**src/sv/text_console_cell_writer_assert.svh**
```systemverilog
// ---------------------------------------------------------------------------
// text console cell writer assertion macros
// shared concurrent assertion forms, clocked on the rising edge and
// disabled during synchronous reset
// ---------------------------------------------------------------------------
`ifndef TEXT_CONSOLE_CELL_WRITER_ASSERT_SVH
`define TEXT_CONSOLE_CELL_WRITER_ASSERT_SVH

// same-cycle implication
`define TCW_ASSERT_IMPLY(label, clk, rst, pre, post) \
   label: assert property (@(posedge clk) disable iff (rst) (pre) |-> (post)) \
      else $error("tcw assertion failed: same-cycle implication");

// next-cycle implication
`define TCW_ASSERT_NEXT(label, clk, rst, pre, post) \
   label: assert property (@(posedge clk) disable iff (rst) (pre) |=> (post)) \
      else $error("tcw assertion failed: next-cycle implication");

`endif

```
**src/sv/tcw_pkg.sv**
```systemverilog
// ---------------------------------------------------------------------------
// tcw_pkg
// shared types, codes and constants of the text console cell writer
// ---------------------------------------------------------------------------
package tcw_pkg;

   // default screen geometry
   localparam int COLUMNS_DEF = 80;
   localparam int ROWS_DEF    = 25;

   // fixed field widths
   localparam int POS_W  = 11;
   localparam int CELL_W = 16;

   localparam logic [7:0]        ATTR_RESET = 8'd15;
   localparam logic [CELL_W-1:0] ATTR_MASK  = 16'hff00;
   localparam int                TAB_STEP   = 4;

   // command codes
   localparam logic [1:0] CMD_PUT   = 2'd0;
   localparam logic [1:0] CMD_READ  = 2'd1;
   localparam logic [1:0] CMD_CLEAR = 2'd2;

   // control bytes
   localparam logic [7:0] CH_BS  = 8'd8;
   localparam logic [7:0] CH_TAB = 8'd9;
   localparam logic [7:0] CH_LF  = 8'd10;
   localparam logic [7:0] CH_CR  = 8'd13;

   // cell sweep modes
   localparam logic [1:0] SWEEP_ZERO = 2'd0;  // write zero
   localparam logic [1:0] SWEEP_COPY = 2'd1;  // move up one row
   localparam logic [1:0] SWEEP_KEEP = 2'd2;  // clear char, keep attribute

   typedef struct packed {
      logic [1:0]       command;
      logic [7:0]       char_code;
      logic [POS_W-1:0] cell_index;
   } req_type;

   typedef struct packed {
      logic [POS_W-1:0]  cursor_position;
      logic [CELL_W-1:0] read_data;
      logic              scrolled;
   } rsp_type;

   typedef struct packed {
      logic       load_req;
      logic       cursor_put;
      logic       cursor_home;
      logic       capture_read;
      logic       sweep_start;
      logic [1:0] sweep_mode;
      logic       sweep_last_row;
      logic       rsp_load;
   } dp_cmd_type;

   typedef struct packed {
      logic [1:0] command;
      logic       need_scroll;
      logic       sweep_busy;
   } dp_sts_type;

endpackage

```
**src/sv/tcw_ctrl.sv**
```systemverilog
// ---------------------------------------------------------------------------
// tcw_ctrl
// command sequencer and handshake control of the text console cell writer
// ---------------------------------------------------------------------------
`include "text_console_cell_writer_assert.svh"

module tcw_ctrl (
   input  logic                clock,
   input  logic                reset,
   input  logic                req_valid,
   output logic                req_stall,
   output logic                rsp_valid,
   input  logic                rsp_stall,
   output tcw_pkg::dp_cmd_type cmd,
   input  tcw_pkg::dp_sts_type sts
);

   localparam logic [2:0] S_INIT       = 3'd0;
   localparam logic [2:0] S_INIT_WAIT  = 3'd1;
   localparam logic [2:0] S_IDLE       = 3'd2;
   localparam logic [2:0] S_EXEC       = 3'd3;
   localparam logic [2:0] S_READ_WAIT  = 3'd4;
   localparam logic [2:0] S_COPY_WAIT  = 3'd5;
   localparam logic [2:0] S_CLEAR_WAIT = 3'd6;
   localparam logic [2:0] S_DONE       = 3'd7;

   logic [2:0] state_ff, state_in;
   logic       rsp_valid_ff, rsp_valid_in;

   always_comb begin
      state_in     = state_ff;
      cmd          = '0;
      rsp_valid_in = rsp_valid_ff;
      if (rsp_valid_ff && !rsp_stall) begin
         rsp_valid_in = 1'b0;
      end
      case (state_ff)
         S_INIT: begin
            cmd.sweep_start = 1'b1;
            cmd.sweep_mode  = tcw_pkg::SWEEP_ZERO;
            state_in        = S_INIT_WAIT;
         end
         S_INIT_WAIT: begin
            if (!sts.sweep_busy) state_in = S_IDLE;
         end
         S_IDLE: begin
            if (req_valid) begin
               cmd.load_req = 1'b1;
               state_in     = S_EXEC;
            end
         end
         S_EXEC: begin
            case (sts.command)
               tcw_pkg::CMD_PUT: begin
                  cmd.cursor_put = 1'b1;
                  if (sts.need_scroll) begin
                     cmd.sweep_start = 1'b1;
                     cmd.sweep_mode  = tcw_pkg::SWEEP_COPY;
                     state_in        = S_COPY_WAIT;
                  end else begin
                     state_in = S_DONE;
                  end
               end
               tcw_pkg::CMD_READ: begin
                  state_in = S_READ_WAIT;
               end
               tcw_pkg::CMD_CLEAR: begin
                  cmd.cursor_home = 1'b1;
                  cmd.sweep_start = 1'b1;
                  cmd.sweep_mode  = tcw_pkg::SWEEP_KEEP;
                  state_in        = S_CLEAR_WAIT;
               end
               default: begin
                  state_in = S_DONE;
               end
            endcase
         end
         S_READ_WAIT: begin
            cmd.capture_read = 1'b1;
            state_in         = S_DONE;
         end
         S_COPY_WAIT: begin
            if (!sts.sweep_busy) begin
               cmd.sweep_start    = 1'b1;
               cmd.sweep_mode     = tcw_pkg::SWEEP_KEEP;
               cmd.sweep_last_row = 1'b1;
               state_in           = S_CLEAR_WAIT;
            end
         end
         S_CLEAR_WAIT: begin
            if (!sts.sweep_busy) state_in = S_DONE;
         end
         S_DONE: begin
            if (!rsp_valid_ff || !rsp_stall) begin
               cmd.rsp_load = 1'b1;
               rsp_valid_in = 1'b1;
               state_in     = S_IDLE;
            end
         end
         default: begin
            state_in = S_INIT;
         end
      endcase
   end

   always_ff @(posedge clock) begin
      if (reset) begin
         state_ff     <= S_INIT;
         rsp_valid_ff <= 1'b0;
      end else begin
         state_ff     <= state_in;
         rsp_valid_ff <= rsp_valid_in;
      end
   end

   assign req_stall = (state_ff != S_IDLE);
   assign rsp_valid = rsp_valid_ff;

   `TCW_ASSERT_IMPLY(a_idle_no_sweep, clock, reset, state_ff == S_IDLE, !sts.sweep_busy)
   `TCW_ASSERT_NEXT(a_load_sets_valid, clock, reset, cmd.rsp_load, rsp_valid_ff)
   `TCW_ASSERT_IMPLY(a_valid_from_done, clock, reset, $rose(rsp_valid_ff), $past(state_ff) == S_DONE)

endmodule

```
**config.mk**
```make
export PLATFORM = sky130hd
export DESIGN_NAME = tcw_ctrl
export DESIGN_NICKNAME = d
export VERILOG_FILES = /design/src/sv/tcw_pkg.sv /design/src/sv/tcw_ctrl.sv
export VERILOG_INCLUDE_DIRS = /design/src /design/src/sv
export SDC_FILE = /design/constraint.sdc
export NUM_CORES = 1
export LEC_CHECK = 0
export BUFFER_PORTS_ARGS = -buffer_cell sky130_fd_sc_hd__buf_2
export CAP_MARGIN = 10
export CORE_AREA = 2 2 39 41
export CTS_CLUSTER_DIAMETER = 200
export DETAILED_ROUTE_END_ITERATION = 16
export DIE_AREA = 0 0 41 43
export GPL_TIMING_DRIVEN = 0
export RECOVER_POWER = 100
export SKIP_CTS_REPAIR_TIMING = 1
export SLEW_MARGIN = 20
export SYNTH_ARGS = -nofsm -noshare
export SYNTH_HDL_FRONTEND = slang
export SYNTH_SLANG_ARGS = --single-unit
```
**constraint.sdc**
```tcl
create_clock -name clock -period 1.1 [get_ports clock]
set_clock_uncertainty 0.15 [all_clocks]
set_input_delay 0.11 -clock clock [delete_from_list [all_inputs] [get_ports clock]]
set_output_delay 0.11 -clock clock [all_outputs]
set_load 0.005 [all_outputs]
```
==> Yosys cells after proc, flatten, opt, wreduce, memory -nomap -nowiden <==
Cells that the tools add are included.
{ "op_classes": {"n_eq_ne": 15, "muxes": 24, "n_reduce_logical": 7} }
{ "op_table": {"columns": ["op", "n"], "rows": [
  ["case mux 3 bit (8 select lines)", 1],
  ["two-way mux 3 bit", 6],
  ["equality test 3 bit (second input constant)", 4],
  ["two-way mux 1 bit", 11],
  ["!= test 2 bit (second input constant)", 5],
  ["case mux 3 bit (3 select lines)", 1],
  ["equality test 3 x 2 -> 1 bit (second input constant)", 2],
  ["case mux 2 bit (3 select lines)", 1],
  ["case mux 3 bit (2 select lines)", 1],
  ["AND reduction 5 bit", 1],
  ["two-way mux 2 bit", 2],
  ["two-way mux 4 bit", 1],
  ["equality test 3 x 1 -> 1 bit (second input constant)", 1],
  ["zero test 3 bit", 1],
  ["!= test 3 x 2 -> 1 bit (second input constant)", 1],
  ["equality test 2 x 1 -> 1 bit (second input constant)", 1],
  ["equality test 2 bit (second input constant)", 1],
  ["zero test 1 bit", 2],
  ["zero test 2 bit", 1],
  ["logical AND 1 bit", 1],
  ["logical OR 1 bit", 1]
]} }
{ "totals": {"regBits": 4, "inputBits": 8, "output_inout_bits": 11, "word_cells": 48} }

==> Depth between registers and ports, before layout <==
Gate-level depths: netlist of run 1.
{ "logic_depth": {"word_depth": 5, "mapped_depth": 5, "ltp_nobuf": 5} }

==> Worst setup path after synthesis of run 1 <==
No wires, ideal clock.
{ "synth_timing": {"path_kind": "reg2out", "startpoint": "reg state_ff[1]", "endpoint": "out cmd[2] in the netlist's numbering", "t_arrival_ns": 0.908, "t_required_ns": 0.840, "slack_ns": -0.068, "path_stages_with_launch": 5, "path_buffers": 1, "path_cell_list": "dfxtp_1 > buf_6 > nor2b_4 > and3_4 > and2_1"} }
{ "synth_lines": {"columns": ["item", "line_no", "text"], "rows": [
  ["from (decl)", "tcw_ctrl.sv:27", "logic [2:0] state_ff, state_in;"],
  ["from (signal assigned)", "tcw_ctrl.sv:111", "state_ff <= state_in;"],
  ["to (decl)", "tcw_ctrl.sv:14", "output tcw_pkg::dp_cmd_type cmd,"]
]} }

==> impl_metrics.toml, run 1 <==
[placement]
place.gp.congestion = 0.6740
dp_slack_ns = -0.1911
io_buffers = 18
hpwlAfterDp_um = 686.5

[sta]
worst_pin_slew_ns = 0.2174
relSlewSlack_pct = 85.51
fmax_mhz = 663.8
fin_ws_ns = -0.4064
timing.hold.ws_ns = -0.001324
slew_violations = 0
finalSetupViolCount = 12
fin_crit_ns = 1.506
rsz0062_at_grt = "true"
period_share_pct = 136.9
final_hold_viol_count = 1

[outcome]
status = "finished, violations left"
violations = "hold timing, setup timing"

[routing]
finalWirelength_um = 949
drcViolationCount = 0
drt_first_pass_iters = 4
post_drt_wl_per_cell_um = 10.78
avgViaCountPerCell = 4.807
dr_total_vias = 423
ant_nets = 0
first_iter_violations = 7

[cells_and_area]
area_growth_syn_to_layout_pct = 63.96
register_area_sq_um = 82.58
drive_above_1_share_pct = 55.56
layout_common_cells = "buf_2, buf_6"
fillers = 151
nNetsFinal = 85
layout_commonest_cell = "buf_2"
n_antenna_cell = 0
multi_input_area_sq_um = 260.3

[floorplanning]
initial_core_util_pct = 25.59
die_h_um = 43
top_level_ports = 19
core-area_sq_um = 1384
die_w_um = 41
design.die.area_sq_um = 1763
row_count = 14

[grt]
grt_max_degree = 11
grt_pass1_vias = 336
grt_overflow_total = 0
antenna_found_initial = 0
grt.total_usage_pct = 10.53
grt_pass1_wl_um = 1311

[synth]
syn_area_sq_um = 354.1
syn_inst = 46
ys_types = 24
yosysSeqAreaShare_pct = 22.61
avgSynthCellArea_sq_um = 7.698
ys_seq_elements = 4
yosysWarnings = 0
syn_nets = 57

[clocking]
clk_pin_slew_worst_paths_ns = 0.03
h-tree-depth = 1
cts_tree = "built"
clock_sinks = 4
cts_buffer_depth = 2
cts_root_buf = "clkbuf_4"
clock_latency_ns = 0.23
cts_buffers = 3

[critical_path]
cp-end-kind = "output port"
worstSetupStartpointType = "flip-flop"
crit_fanout = 5
crit_type = "reg -> out"
critPathRequiredTime_ns = 0.84
crit_arrival_ns = 1.25

[flow_run]
drv_cap = 0

[min_path]
hold_class = "in -> reg"

[power_and_ir_drop]
p_per_area_nw_per_um2 = 1047
peakVddDrop_mv = 0.5663
leakage_uw = 0.0002872
[metrics by stage]
| stage | power [uW] | util, % | instance area [sq um] | setup TNS [ns] | instances |
|---|---|---|---|---|---|
| floorplan | 306.3 | - | 360.3 | -0.05943 | 46 |
| global placement | 368.9 | 34.00 | 470.5 | -0.7773 | 80 |
| detailed placement | 372.4 | 34.00 | 470.5 | -0.8458 | 80 |
| CTS | 557.4 | 35.62 | 493.0 | -3.359 | 83 |
| global route | 656.3 | 41.95 | 580.6 | -3.726 | 88 |
| finish | 608.1 | 41.95 | 580.6 | -3.106 | 88 |
[worst paths after layout]
path                    start           to  slack, ns  depth (start not counted)
setup / recovery  state_ff[1]       cmd[2]      -0.41                          5
hold / removal      rsp_stall    rsp_valid     -0.001                          3
setup reg to reg  state_ff[1]  state_ff[1]      -0.05                          4
hold reg to reg     rsp_valid    rsp_valid       0.35                          2
[critical path: stages, from the launching register on]
cell,delay (ns)
dfxtp_2,0.32
buf_6,0.12
nor2b_4,0.18
and3_4,0.19
and2_4,0.13
buf_6,0.08
[report_power, final]
| group | internal, uW | total [uW] | switching [uW] |
|---|---|---|---|
| Combinational | 134 | 258 | 124 |
| Clock | 121 | 174 | 52.1 |
| Sequential | 163 | 176 | 13.1 |
| Total | 419 | 608 | 189 |
[cell type report]
class	count	share of cell area [%]
plain buffers	3	5.819
clock buffers	3	3.879
inverters	4	2.586
multi-input cells	35	44.83
flip-flops and latches	4	14.22
well taps	16	3.448
repair buffers	23	25.22
[kinds of logic (layout without fill, tap and decap cells)]
| logic type | after synthesis | in the layout | share of synthesized area, % |
|---|---|---|---|
| and+or+nand+nor | 20 | 20 | 33.92 |
| AOI/OAI and AO/OA | 12 | 12 | 22.62 |
| buffers and inverters | 7 | 33 | 10.25 |
| DFF | 4 | 4 | 22.62 |
| adders and majority gates | 3 | 3 | 10.60 |
[synthesized netlist by cell type (all sizes together)]
master,count,area [sq um]
a22oi,1,7.510
a41oi,1,8.760
and3,5,38.78
a21oi,5,25.02
inv,4,15.01
nor2,4,15.01
nand2,2,7.510
o2111ai,2,17.52
ha,3,37.54
nor3,2,10.01
nor2b,1,13.76
nand3,2,10.01
buf,3,21.27
nand2b,2,12.51
and2,1,6.260
o21ai,1,5.000
o21a,1,7.510
nand4,1,6.260
dfxtp,4,80.08
o2bb2ai,1,8.760
[per-layer routing]
| metal | global-route usage, % | part of all wire (%) |
|---|---|---|
| met4 | 6.000 | 0 |
| met2 | 15.63 | 46 |
| met1 | 13.78 | 47 |
| met5 | 0 | 0 |
| met3 | 1.571 | 6.2 |
[registers in the layout, indices dropped and copies added, names as in the netlist]
register and flops:
state_ff 3, rsp_valid 1
No activity file was read; power rests on OpenSTA's default activity.
==> run 2: changes to the inputs <==
Settings changed: CELL_PAD_IN_SITES_DETAIL_PLACEMENT set to 1, CELL_PAD_IN_SITES_GLOBAL_PLACEMENT set to 1, CORE_AREA 2 2 39 41 to not set, CORE_MARGIN set to 2, CORE_UTILIZATION set to 25, DIE_AREA 0 0 41 43 to not set, PLACE_DENSITY_LB_ADDON set to 0.1, SETUP_SLACK_MARGIN set to 0.3.
==> impl_metrics.toml, run 2 (synthesized netlist as in run 1, its figures left out) <==
[critical_path]
crit_fanout = 5
worstSetupStartpointType = "flip-flop"
critPathRequiredTime_ns = 0.84
cp_slowest_cell = "dfxtp_2"
cp_common_cell = "buf_6"
crit_chain = "buf_6, nor2b_4, and3_4, and2_4, buf_6"
cp_slowest_stage_delay_ns = 0.31
crit_type = "reg -> out"
cp-end-kind = "output port"
path_delay_family = "simple AND/OR/NAND/NOR gates"
crit_arrival_ns = 1.23
cp_num_buf_inv = 2

[min_path]
hold_class = "in -> reg"

[routing]
first_iter_violations = 2
finalWirelength_um = 1055
dr_total_vias = 436
avgViaCountPerCell = 4.844
drt_first_pass_iters = 4
post_drt_wl_per_cell_um = 11.72
drcViolationCount = 0
ant_nets = 0

[cells_and_area]
regMostFlops = "state_ff"
layout_common_cells = "buf_2, buf_4, buf_6"
largest_reg_flops = 3
n_antenna_cell = 0
drive_above_1_share_pct = 68.00
nNetsFinal = 88
layout_commonest_cell = "buf_2"
fillers = 171
stdcell_area_sq_um = 638.1
area_growth_syn_to_layout_pct = 80.21

[sta]
relSlewSlack_pct = 85.23
slew_violations = 0
final_hold_viol_count = 2
rsz0062_at_grt = "true"
timing.hold.ws_ns = -0.05071
period_share_pct = 135.2
fin_crit_ns = 1.487
worst_pin_slew_ns = 0.2215
fin_ws_ns = -0.3874
fmax_mhz = 672.3
finalSetupViolCount = 13

[clocking]
clock_sinks = 4
cts_buffers = 3
cts_root_buf = "clkbuf_4"
clk_pin_slew_worst_paths_ns = 0.04
cts_buffer_depth = 2
h-tree-depth = 1
cts_tree = "built"
clock_latency_ns = 0.23

[placement]
hpwlAfterDp_um = 727.3
dpl_cell_area_sq_um = 476.7
io_buffers = 18
place.gp.congestion = 0.6754
dp_slack_ns = -0.2090

[power_and_ir_drop]
peakVddDrop_mv = 0.4769
leakage_uw = 0.0003079
p_per_area_nw_per_um2 = 1002

[grt]
grt_max_degree = 11
antenna_found_initial = 0
grt_pass1_wl_um = 1483
grt.total_usage_pct = 11.39
grt_overflow_total = 0
grt_pass1_vias = 336

[floorplanning]
die_w_um = 41.64
top_level_ports = 19
die_h_um = 41.64
design.die.area_sq_um = 1733
initial_core_util_pct = 26.88
row_count = 13
core-area_sq_um = 1318

[flow_run]
drv_cap = 0

[outcome]
violations = "hold timing, setup timing"
status = "finished, violations left"
==> run 2: cell count changes in the layout (fill, tap and decap cells not counted), moves of 2 or more <==
cell     before  now
buf_4         3    8
buf_6         6    4
dfxtp_1       2    0
dfxtp_4       0    2
nand3_1       2    0
==> run 2: worst paths after layout <==
| check | endpoint | slack, ns | cells after the start | start |
|---|---|---|---|---|
| hold / removal | rsp_valid | -0.05 | 2 | reset |
| hold reg to reg | rsp_valid | 0.37 | 2 | state_ff[0] |
| setup reg to reg | state_ff[1] | -0.10 | 5 | state_ff[1] |
| setup / recovery | cmd[2] | -0.39 | 5 | state_ff[1] |
==> run 2: through the flow <==
step | std cells | setup TNS [ns] | total power, uW | util, %
6_report | 90 | -3.152 | 639.5 | 48.43
5_1_grt | 90 | -3.984 | 702.5 | 48.43
4_1_cts | 82 | -3.523 | 567.1 | 37.89
3_5_place_dp | 79 | -0.9353 | 379.2 | 36.18
3_3_place_gp | 79 | -1.019 | 380.6 | 36.18
2_1_floorplan | 46 | -0.05911 | 309.2 | -
==> run 2: power by group <==
part	leakage (uW)	internal [uW]	total [uW]	switching, uW
clock	0.0000138	122	180	58.5
sequential	0.0000349	162	177	15.6
combinational	0.000259	147	282	134
==> run 2: per-layer routing <==
metal	vias to the layer above	GRT usage, %	share of wire, %
li1	224	-	-
met4	0	5.806	0
met1	202	14.74	49
met5	-	0	0
met3	0	5.652	4.5
met2	10	15.31	46
==> run 2: final cells by class <==
| type | instances | area (sq um) | share of cell area, % |
|---|---|---|---|
| inverter | 4 | 15.01 | 2.353 |
| buffer | 3 | 37.54 | 5.882 |
| clock buffer | 3 | 22.52 | 3.529 |
| timing repair buffer | 26 | 162.7 | 25.49 |
| tap | 15 | 18.77 | 2.941 |
| sequential | 4 | 90.09 | 14.12 |
| multi-input combinational | 35 | 291.5 | 45.69 |
